## config.mk

```make
export PLATFORM = sky130hd
export DESIGN_NAME = rgb_color_classifier_top
export DESIGN_NICKNAME = d
export VERILOG_FILES = /design/src/hdl/rcc_pkg.sv /design/src/hdl/rgb_color_classifier_top.sv
export VERILOG_INCLUDE_DIRS = /design/src /design/src/hdl
export SDC_FILE = /design/constraint.sdc
export NUM_CORES = 2
export LEC_CHECK = 0
export ABC_AREA = 1
export BUFFER_PORTS_ARGS = -buffer_cell sky130_fd_sc_hd__buf_2
export CAP_MARGIN = 20
export CORE_ASPECT_RATIO = 0.7
export CORE_UTILIZATION = 38
export CTS_CLUSTER_DIAMETER = 40
export CTS_CLUSTER_SIZE = 40
export DETAILED_ROUTE_END_ITERATION = 10
export SETUP_SLACK_MARGIN = 0.15
export SLEW_MARGIN = 20
export SYNTH_ARGS = -nofsm -noshare
export SYNTH_HDL_FRONTEND = slang
export SYNTH_SLANG_ARGS = --single-unit
```

## constraint.sdc

```tcl
create_clock -name clk -period 10.6 [get_ports clk]
set_input_delay 2.12 -clock clk [delete_from_list [all_inputs] [get_ports clk]]
set_output_delay 2.12 -clock clk [all_outputs]
set_load 0.01 [all_outputs]
```

## src/hdl/rgb_color_classifier_top_defines.svh

```systemverilog
// ----------------------------------------------------------------------------
// RGB color classifier assertion macros
// Concurrent check wrappers, empty in synthesis.
// ----------------------------------------------------------------------------
`ifndef RGB_COLOR_CLASSIFIER_TOP_DEFINES_SVH
`define RGB_COLOR_CLASSIFIER_TOP_DEFINES_SVH

`ifndef SYNTHESIS
`define RCC_ASSERT(label, prop) \
    label: assert property (@(posedge clk) disable iff (!rst_n) prop) \
        else $error("rcc check failed");
`define RCC_ASSERT_ALWAYS(label, prop) \
    label: assert property (@(posedge clk) prop) else $error("rcc check failed");
`else
`define RCC_ASSERT(label, prop)
`define RCC_ASSERT_ALWAYS(label, prop)
`endif

`endif

```

## src/hdl/rcc_pkg.sv

```systemverilog
// ----------------------------------------------------------------------------
// RGB color classifier package
// Widths, register indexes, color codes and thresholds.
// ----------------------------------------------------------------------------
`default_nettype none

package rcc_pkg;

    localparam int WIDTH_W  = 17;
    localparam int MARGIN_W = 10;
    localparam int LEVEL_W  = 8;
    localparam int CODE_W   = 3;
    localparam int INDEX_W  = 4;
    localparam int NUM_W    = WIDTH_W + LEVEL_W;
    localparam int NUM_CH   = 3;
    localparam int DIV_STAGES = LEVEL_W;

    localparam logic [INDEX_W-1:0] REG_RED_LOW     = 4'd0;
    localparam logic [INDEX_W-1:0] REG_RED_HIGH    = 4'd1;
    localparam logic [INDEX_W-1:0] REG_GREEN_LOW   = 4'd2;
    localparam logic [INDEX_W-1:0] REG_GREEN_HIGH  = 4'd3;
    localparam logic [INDEX_W-1:0] REG_BLUE_LOW    = 4'd4;
    localparam logic [INDEX_W-1:0] REG_BLUE_HIGH   = 4'd5;
    localparam logic [INDEX_W-1:0] REG_EMPTY_LIMIT = 4'd6;
    localparam logic [INDEX_W-1:0] REG_MARGIN      = 4'd7;

    localparam logic [CODE_W-1:0] CODE_UNKNOWN   = 3'd0;
    localparam logic [CODE_W-1:0] CODE_NO_OBJECT = 3'd1;
    localparam logic [CODE_W-1:0] CODE_BLACK     = 3'd2;
    localparam logic [CODE_W-1:0] CODE_WHITE     = 3'd3;
    localparam logic [CODE_W-1:0] CODE_RED       = 3'd4;
    localparam logic [CODE_W-1:0] CODE_GREEN     = 3'd5;
    localparam logic [CODE_W-1:0] CODE_BLUE      = 3'd6;

    localparam logic [LEVEL_W-1:0] LEVEL_FULL      = 8'd255;
    localparam logic [LEVEL_W-1:0] BLACK_MAX_LIMIT = 8'd50;
    localparam logic [LEVEL_W-1:0] WHITE_MAX_LIMIT = 8'd140;
    localparam logic [LEVEL_W-1:0] WHITE_MIN_LIMIT = 8'd90;
    localparam logic [LEVEL_W-1:0] WHITE_SPREAD    = 8'd90;

    typedef struct packed {
        logic       any_zero;
        logic       no_obj;
        logic [2:0] beats;
    } flags_t;

endpackage

`default_nettype wire

```

## src/hdl/rgb_color_classifier_top.sv

```systemverilog
// ----------------------------------------------------------------------------
// RGB color classifier
// Maps four pulse widths to three levels and a color code, pipelined.
// ----------------------------------------------------------------------------
// Input: pulse widths are taken with start while busy is low; busy stays
// low, so a reading can enter on every cycle.
// Config: cfg_valid/cfg_ready write cfg_data to register cfg_index;
// cfg_ready is always high, indexes above seven are dropped. Write only
// while no reading is in flight.
// Output: done is high for one cycle with the three levels and color_code.
// One result is produced per cycle. Each reading passes through twelve
// register stages: clamp, multiply, eight restoring-division stages
// (one quotient bit each), level and classify; the clamp stage loads
// at the accept edge itself.
// The receiver cannot stall; results are never held back.
// Reset clears all valid bits and loads the default calibration.
// ----------------------------------------------------------------------------
`default_nettype none

`include "rgb_color_classifier_top_defines.svh"

module rgb_color_classifier_top (
    input  wire logic                           clk,
    input  wire logic                           rst_n,
    input  wire logic                           start,
    output logic                                busy,
    input  wire logic [rcc_pkg::WIDTH_W-1:0]    red_width,
    input  wire logic [rcc_pkg::WIDTH_W-1:0]    green_width,
    input  wire logic [rcc_pkg::WIDTH_W-1:0]    blue_width,
    input  wire logic [rcc_pkg::WIDTH_W-1:0]    clear_width,
    input  wire logic                           cfg_valid,
    output logic                                cfg_ready,
    input  wire logic [rcc_pkg::INDEX_W-1:0]    cfg_index,
    input  wire logic [rcc_pkg::WIDTH_W-1:0]    cfg_data,
    output logic                                done,
    output logic [rcc_pkg::LEVEL_W-1:0]         red_level,
    output logic [rcc_pkg::LEVEL_W-1:0]         green_level,
    output logic [rcc_pkg::LEVEL_W-1:0]         blue_level,
    output logic [rcc_pkg::CODE_W-1:0]          color_code
);

    localparam int W  = rcc_pkg::WIDTH_W;
    localparam int NW = rcc_pkg::NUM_W;
    localparam int LW = rcc_pkg::LEVEL_W;
    localparam int NC = rcc_pkg::NUM_CH;
    localparam int DS = rcc_pkg::DIV_STAGES;

    logic [W-1:0]                 lo_reg [NC];
    logic [W-1:0]                 hi_reg [NC];
    logic [W-1:0]                 limit_reg;
    logic [rcc_pkg::MARGIN_W-1:0] margin_reg;

    logic [W-1:0]  win   [NC];
    logic [W-1:0]  clamp_next [NC];
    logic [W:0]    sum_next [NC];

    logic                 a_vld_reg;
    logic [W-1:0]         a_n_reg [NC];
    logic [W-1:0]         a_d_reg [NC];
    logic [NC-1:0]        a_ok_reg;
    logic [W:0]           a_sum_reg [NC];
    logic [W-1:0]         a_w_reg [NC];
    logic                 a_zero_reg;
    logic                 a_noobj_reg;

    logic                 b_vld_reg;
    logic [NW-1:0]        b_num_reg [NC];
    logic [W-1:0]         b_d_reg [NC];
    logic [NC-1:0]        b_ok_reg;
    rcc_pkg::flags_t      b_flags_reg;

    logic                 dv_vld_reg [DS];
    logic [NW-1:0]        dv_rem_reg [DS][NC];
    logic [LW-1:0]        dv_q_reg [DS][NC];
    logic [W-1:0]         dv_d_reg [DS][NC];
    logic [NC-1:0]        dv_ok_reg [DS];
    rcc_pkg::flags_t      dv_flags_reg [DS];

    logic [NW-1:0]        dv_rem_next [DS][NC];
    logic [LW-1:0]        dv_q_next [DS][NC];

    logic                 c_vld_reg;
    logic [LW-1:0]        c_lvl_reg [NC];
    rcc_pkg::flags_t      c_flags_reg;

    logic [LW-1:0]        lvl_max;
    logic [LW-1:0]        lvl_min;
    logic [rcc_pkg::CODE_W-1:0] code_next;

    logic                 done_reg;
    logic [LW-1:0]        out_lvl_reg [NC];
    logic [rcc_pkg::CODE_W-1:0] code_reg;

    logic                 accept;

    assign busy      = 1'b0;
    assign cfg_ready = 1'b1;
    assign accept    = start && !busy;

    assign win[0] = red_width;
    assign win[1] = green_width;
    assign win[2] = blue_width;

    always_ff @(posedge clk or negedge rst_n)
    begin
        if (!rst_n)
        begin
            lo_reg[0]  <= W'(55);
            hi_reg[0]  <= W'(90);
            lo_reg[1]  <= W'(100);
            hi_reg[1]  <= W'(180);
            lo_reg[2]  <= W'(100);
            hi_reg[2]  <= W'(180);
            limit_reg  <= W'(120);
            margin_reg <= rcc_pkg::MARGIN_W'(8);
        end
        else if (cfg_valid && cfg_ready)
        begin
            case (cfg_index)
                rcc_pkg::REG_RED_LOW:     lo_reg[0]  <= cfg_data;
                rcc_pkg::REG_RED_HIGH:    hi_reg[0]  <= cfg_data;
                rcc_pkg::REG_GREEN_LOW:   lo_reg[1]  <= cfg_data;
                rcc_pkg::REG_GREEN_HIGH:  hi_reg[1]  <= cfg_data;
                rcc_pkg::REG_BLUE_LOW:    lo_reg[2]  <= cfg_data;
                rcc_pkg::REG_BLUE_HIGH:   hi_reg[2]  <= cfg_data;
                rcc_pkg::REG_EMPTY_LIMIT: limit_reg  <= cfg_data;
                rcc_pkg::REG_MARGIN:      margin_reg <= cfg_data[rcc_pkg::MARGIN_W-1:0];
                default:                  ;
            endcase
        end
    end

    // clamp to window, form margin sums
    always_comb
    begin
        for (int c = 0; c < NC; c++)
        begin
            if (win[c] < lo_reg[c])
                clamp_next[c] = lo_reg[c];
            else if (win[c] > hi_reg[c])
                clamp_next[c] = hi_reg[c];
            else
                clamp_next[c] = win[c];
            sum_next[c] = {1'b0, win[c]} + (W+1)'(margin_reg);
        end
    end

    // division stage: one quotient bit per stage, most significant first
    always_comb
    begin
        logic [NW:0]   trial;
        logic [NW-1:0] rem_in;
        logic [LW-1:0] q_in;
        logic [W-1:0]  d_in;
        for (int k = 0; k < DS; k++)
        begin
            for (int c = 0; c < NC; c++)
            begin
                if (k == 0)
                begin
                    rem_in = b_num_reg[c];
                    q_in   = '0;
                    d_in   = b_d_reg[c];
                end
                else
                begin
                    rem_in = dv_rem_reg[k-1][c];
                    q_in   = dv_q_reg[k-1][c];
                    d_in   = dv_d_reg[k-1][c];
                end
                trial = {1'b0, rem_in} - ((NW+1)'(d_in) << (DS - 1 - k));
                if (!trial[NW])
                begin
                    dv_rem_next[k][c] = trial[NW-1:0];
                    dv_q_next[k][c]   = q_in | (LW'(1) << (DS - 1 - k));
                end
                else
                begin
                    dv_rem_next[k][c] = rem_in;
                    dv_q_next[k][c]   = q_in;
                end
            end
        end
    end

    always_ff @(posedge clk or negedge rst_n)
    begin
        if (!rst_n)
        begin
            a_vld_reg <= 1'b0;
            b_vld_reg <= 1'b0;
            c_vld_reg <= 1'b0;
            done_reg  <= 1'b0;
            for (int k = 0; k < DS; k++)
                dv_vld_reg[k] <= 1'b0;
        end
        else
        begin
            a_vld_reg <= accept;
            b_vld_reg <= a_vld_reg;
            dv_vld_reg[0] <= b_vld_reg;
            for (int k = 1; k < DS; k++)
                dv_vld_reg[k] <= dv_vld_reg[k-1];
            c_vld_reg <= dv_vld_reg[DS-1];
            done_reg  <= c_vld_reg;
        end
    end

    always_ff @(posedge clk)
    begin
        // stage A: clamp and offset
        for (int c = 0; c < NC; c++)
        begin
            a_n_reg[c]   <= clamp_next[c] - lo_reg[c];
            a_d_reg[c]   <= hi_reg[c] - lo_reg[c];
            a_ok_reg[c]  <= hi_reg[c] > lo_reg[c];
            a_sum_reg[c] <= sum_next[c];
            a_w_reg[c]   <= win[c];
        end
        a_zero_reg  <= (red_width == '0) || (green_width == '0) ||
                       (blue_width == '0) || (clear_width == '0);
        a_noobj_reg <= clear_width > limit_reg;

        // stage B: times 255, dominance compares
        for (int c = 0; c < NC; c++)
        begin
            b_num_reg[c] <= (NW'(a_n_reg[c]) << LW) - NW'(a_n_reg[c]);
            b_d_reg[c]   <= a_d_reg[c];
        end
        b_ok_reg             <= a_ok_reg;
        b_flags_reg.any_zero <= a_zero_reg;
        b_flags_reg.no_obj   <= a_noobj_reg;
        b_flags_reg.beats[0] <= (a_sum_reg[0] < (W+1)'(a_w_reg[1])) &&
                                (a_sum_reg[0] < (W+1)'(a_w_reg[2]));
        b_flags_reg.beats[1] <= (a_sum_reg[1] < (W+1)'(a_w_reg[0])) &&
                                (a_sum_reg[1] < (W+1)'(a_w_reg[2]));
        b_flags_reg.beats[2] <= (a_sum_reg[2] < (W+1)'(a_w_reg[0])) &&
                                (a_sum_reg[2] < (W+1)'(a_w_reg[1]));

        // division stages
        for (int k = 0; k < DS; k++)
        begin
            for (int c = 0; c < NC; c++)
            begin
                dv_rem_reg[k][c] <= dv_rem_next[k][c];
                dv_q_reg[k][c]   <= dv_q_next[k][c];
                dv_d_reg[k][c]   <= (k == 0) ? b_d_reg[c] : dv_d_reg[k-1][c];
            end
            dv_ok_reg[k]    <= (k == 0) ? b_ok_reg : dv_ok_reg[k-1];
            dv_flags_reg[k] <= (k == 0) ? b_flags_reg : dv_flags_reg[k-1];
        end

        // stage C: levels
        for (int c = 0; c < NC; c++)
            c_lvl_reg[c] <= dv_ok_reg[DS-1][c] ?
                            (rcc_pkg::LEVEL_FULL - dv_q_reg[DS-1][c]) : '0;
        c_flags_reg <= dv_flags_reg[DS-1];

        // output stage
        for (int c = 0; c < NC; c++)
            out_lvl_reg[c] <= c_lvl_reg[c];
        code_reg <= code_next;
    end

    always_comb
    begin
        lvl_max = c_lvl_reg[0];
        lvl_min = c_lvl_reg[0];
        for (int c = 1; c < NC; c++)
        begin
            if (c_lvl_reg[c] > lvl_max)
                lvl_max = c_lvl_reg[c];
            if (c_lvl_reg[c] < lvl_min)
                lvl_min = c_lvl_reg[c];
        end
        if (c_flags_reg.any_zero)
            code_next = rcc_pkg::CODE_UNKNOWN;
        else if (c_flags_reg.no_obj)
            code_next = rcc_pkg::CODE_NO_OBJECT;
        else if (lvl_max < rcc_pkg::BLACK_MAX_LIMIT)
            code_next = rcc_pkg::CODE_BLACK;
        else if (lvl_max > rcc_pkg::WHITE_MAX_LIMIT && lvl_min > rcc_pkg::WHITE_MIN_LIMIT
                 && (lvl_max - lvl_min) < rcc_pkg::WHITE_SPREAD)
            code_next = rcc_pkg::CODE_WHITE;
        else if (c_flags_reg.beats[0])
            code_next = rcc_pkg::CODE_RED;
        else if (c_flags_reg.beats[1])
            code_next = rcc_pkg::CODE_GREEN;
        else if (c_flags_reg.beats[2])
            code_next = rcc_pkg::CODE_BLUE;
        else
            code_next = rcc_pkg::CODE_UNKNOWN;
    end

    assign done        = done_reg;
    assign red_level   = out_lvl_reg[0];
    assign green_level = out_lvl_reg[1];
    assign blue_level  = out_lvl_reg[2];
    assign color_code  = code_reg;

    `RCC_ASSERT(a_code_range, done |-> color_code <= rcc_pkg::CODE_BLUE)
    `RCC_ASSERT(a_black_dark, (done && color_code == rcc_pkg::CODE_BLACK) |-> (red_level < rcc_pkg::BLACK_MAX_LIMIT && green_level < rcc_pkg::BLACK_MAX_LIMIT && blue_level < rcc_pkg::BLACK_MAX_LIMIT))
    `RCC_ASSERT(a_white_bright, (done && color_code == rcc_pkg::CODE_WHITE) |-> (red_level > rcc_pkg::WHITE_MIN_LIMIT && green_level > rcc_pkg::WHITE_MIN_LIMIT && blue_level > rcc_pkg::WHITE_MIN_LIMIT))
    `RCC_ASSERT(a_div_rem, (dv_vld_reg[DS-1] && dv_ok_reg[DS-1][0]) |-> dv_rem_reg[DS-1][0] < NW'(dv_d_reg[DS-1][0]))
    `RCC_ASSERT_ALWAYS(a_busy_low, !busy)

endmodule

`default_nettype wire

```

==> reports/qor.csv <==
stage;metric;value;unit
clock_tree;H-tree levels;4;
final_layout;Finished Cell Area;0.0800;sq mm
floorplanning;Die X;516;um
global_routing;first-pass GRT wire length;261;mm
floorplanning;std cell rows;131;
floorplanning;Ports;123;
detailed_routing;DRT Pass-1 Iters;6;
worst_setup_path;CP arrival;7.40;ns
yosys;Post-Syn Instances;7814;
clock_tree;Gates resized, CTS repair;0;
worst_setup_path;critical path capture point type;flip-flop;
clock_tree;clock slew at reported path FFs;0.08;ns
sta;unrepaired setup endpoints after global routing;no;
clock_tree;Clock Path Buffers;3;
detailed_routing;Post-route DRC;0;
worst_setup_path;reg-to-reg critical path startpoint;hi_reg[40]$_DFFE_PN1P_;
sta;Final setup viols;0;
detailed_routing;Vias/cell;4.72;
worst_setup_path;slowest stage cell, crit path;a2111oi_0;
hold_path;HP Class;flip-flop to flip-flop;
clock_tree;CTS buffer count;178;
final_layout;Fillers;17500;
yosys;Post-synth EDFFs;0;
global_routing;vias in the first global route;49100;
final_layout;FF/Latch Area;0.0327;sq mm
yosys;Seq/Total Area, Yosys;46.6;%
worst_setup_path;worst reg2reg path endpoint;a_n_reg[0][16]$_DFF_P_;
yosys;cell taking the most area after synthesis;dfxtp_1;
job;max-cap violations;0;
final_layout;max reg flops;525;
clock_tree;CTS tree;built;
hold_path;Hold EP;dv_q_reg[1][73]$_DFF_P_;
yosys;Yosys cell types;65;
floorplanning;starting density of the core;38.4;%
sta;fmax;0.149;GHz
sta;relative slew slack;28.5;%
status;outcome;finished, final reports clean;
yosys;top-count cell post-synth;dfxtp_1;
placed_design;number of port buffers;120;
sta;final hold vios;0;
floorplanning;die height;362;um
hold_path;min-delay src;dv_q_reg[1][49]$_SDFF_PN1_;
yosys;flops & latches, synth;1597;
sta;skew final;0.0369;ns
worst_setup_path;CP Class;input port to flip-flop;
global_routing;pin count of the biggest net entering global routing;84;
sta;Period Utilization, post-route;63.2;%
yosys;Post-synth top cells;dfxtp_1 (1,456), inv_1 (1,111), nand2_1 (975);
sta;TNS Setup;0;ns
worst_setup_path;Critical Path Max Stage Delay;0.42;ns
yosys;synth warn;0;
final_layout;Area Overhead vs Synth;13.9;%
detailed_routing;vias post-DR;50200;
worst_setup_path;Worst Path Required;11.29;ns
final_layout;Final nets;8941;
placed_design;gpl congestion;0.869;
floorplanning;core area;0.183;sq mm
detailed_routing;initial drt markers;2957;
yosys;Synth area leaders;dfxtp_1 (41%), ha_1 (14%), inv_1 (5.9%);
worst_setup_path;reg2reg setup slack;4.77;ns
clock_tree;CTS sink cnt;1597;
sta;actual slew at the worst max-slew pin;1.06;ns
global_routing;All-Layer GR Usage;17.4;%
final_layout;multi-input gate area in the final layout;0.0329;sq mm
worst_setup_path;reg2reg path depth;32;
detailed_routing;Antenna Violating Nets Remaining;0;
detailed_routing;WL final;161;mm
yosys;syn nets;8741;
worst_setup_path;Worst setup SP type;input port;
clock_tree;cts hold-fix bufs;0;
detailed_routing;Routed WL per cell;15.2;um
clock_tree;Post CTS Setup Buffer Count;0;
yosys;Mapped Area;0.0703;sq mm
placed_design;Placed Area;0.0736;sq mm
sta;post-route minimum period;6.70;ns
hold_path;hold path cells;0;
global_routing;initial antenna violation count;33;
clock_tree;CTS root buffer;clkbuf_16;
global_routing;GRT Residual Overflow;0;
yosys;Avg Inst Size Synth;8.99;sq um
floorplanning;DIE AREA;0.187;sq mm
sta;final max-slew violation count;0;
final_layout;share of cells above drive strength 1;6.81;%
yosys;fraction of registers with async set/reset;8.83;%
yosys;top_reg_cell synth;dfxtp_1;
yosys;Synth top area share;41.5;%
placed_design;Detailed Place HPWL;127;mm
worst_setup_path;Max FO, Critical Path;34;
worst_setup_path;most frequent cell on the critical path;a21oi_1;
clock_tree;Skew-Pair Late Insertion Delay;0.80;ns
## cells by family (layout without fill, tap and decap cells)
| group | count (synthesis) | count (layout) | share of synthesized area, % |
|---|---|---|---|
| simple gates | 1956 | 1956 | 11.7 |
| compound gates | 1617 | 1617 | 12.7 |
| flops | 1597 | 1597 | 46.6 |
| buf+inv | 1238 | 1591 | 6.72 |
| fa+ha+maj | 834 | 834 | 15.2 |
| xor+xnor | 570 | 570 | 7.11 |
| other cells | 2 | 10 | 0.0107 |
## metrics by stage
| step | worst slack [ns] | std cells | hold slack, ns | utilization (%) |
|---|---|---|---|---|
| final | 3.90 | 10600 | 0.314 | 43.7 |
| after global routing | 3.45 | 10600 | 0.317 | 43.7 |
| after CTS | 4.03 | 10600 | 0.310 | 43.7 |
| after detailed placement | 3.15 | 10300 | 0.312 | 40.2 |
| after global placement | 3.24 | 10300 | 0.310 | 40.2 |
| after floorplan | 4.28 | 7814 | 0.310 | - |
## cells in the final DEF (no fill, tap or decap), types with 13 or more instances in the layout
master     Yosys  final
bufinv_16      0     16
dfxtp_1     1456   1456
nor2_1       515    515
nand2_2       12     15
fa_1          31     31
o31ai_1       15     14
nand4_1       83     83
nor4_1        25     25
nand3_1      219    218
clkinv_2       0     24
dfstp_2       28     28
o211ai_1      25     25
o221ai_1      15     15
clkbuf_16      0    182
a31oi_1       15     15
o21bai_1      73     73
inv_1       1111   1111
inv_6          0     26
a21o_1        38     38
a21oi_1      786    786
nand2_1      975    972
buf_4          3     18
clkinv_4       0     14
or2_2         17     17
nor3_1        69     69
o21ai_1       28     28
xnor2_1      218    218
a211oi_1      60     60
ha_1         803    803
buf_2         37    119
dfrtp_1      113    113
o21ai_0      505    505
clkinv_8       0     14
a2111oi_0     13     13
xor2_1       352    352
## cell type report
| cell class | count | area share, % |
|---|---|---|
| multi-input cells | 4979 | 41.1 |
| clock inverters | 128 | 1.98 |
| flip-flops and latches | 1597 | 40.9 |
| inverters | 1118 | 5.25 |
| well taps | 2460 | 3.85 |
| clock buffers | 205 | 5.95 |
| diodes | 8 | 0.0250 |
| repair buffers | 140 | 0.960 |
## worst max-delay path by stage
stage / from / end / slack [ns] / cells after the start
floorplan: red_width[2] / a_n_reg[0][16]$_DFF_P_ / 4.28 / 29
global placement: red_width[6] / a_n_reg[0][16]$_DFF_P_ / 3.24 / 32
detailed placement: red_width[2] / a_n_reg[0][16]$_DFF_P_ / 3.15 / 30
CTS: red_width[2] / a_n_reg[0][16]$_DFF_P_ / 4.03 / 30
global route: red_width[6] / a_n_reg[0][16]$_DFF_P_ / 3.45 / 32
finish: red_width[6] / a_n_reg[0][16]$_DFF_P_ / 3.90 / 32
## per-layer routing
| metal | share of wire (%) | global-route usage [%] |
|---|---|---|
| met5 | 0.037 | 0 |
| met3 | 4.5 | 3.07 |
| met4 | 3.0 | 5.55 |
| met2 | 42 | 27.1 |
| met1 | 50 | 24.3 |
## worst max-delay path: cells and delay by family
kind / cells / cell delay (ns)
adders and majority gates: 3 / 0.75
AOI/OAI and AO/OA: 19 / 3.19
xor gates and xnor gates: 1 / 0.12
and+or+nand+nor: 6 / 0.51
buffers and inverters: 3 / 0.70
Power is left out: the tool's default activity adds up to more than one toggle a clock period on the data nets, which glitch-free logic cannot reach.
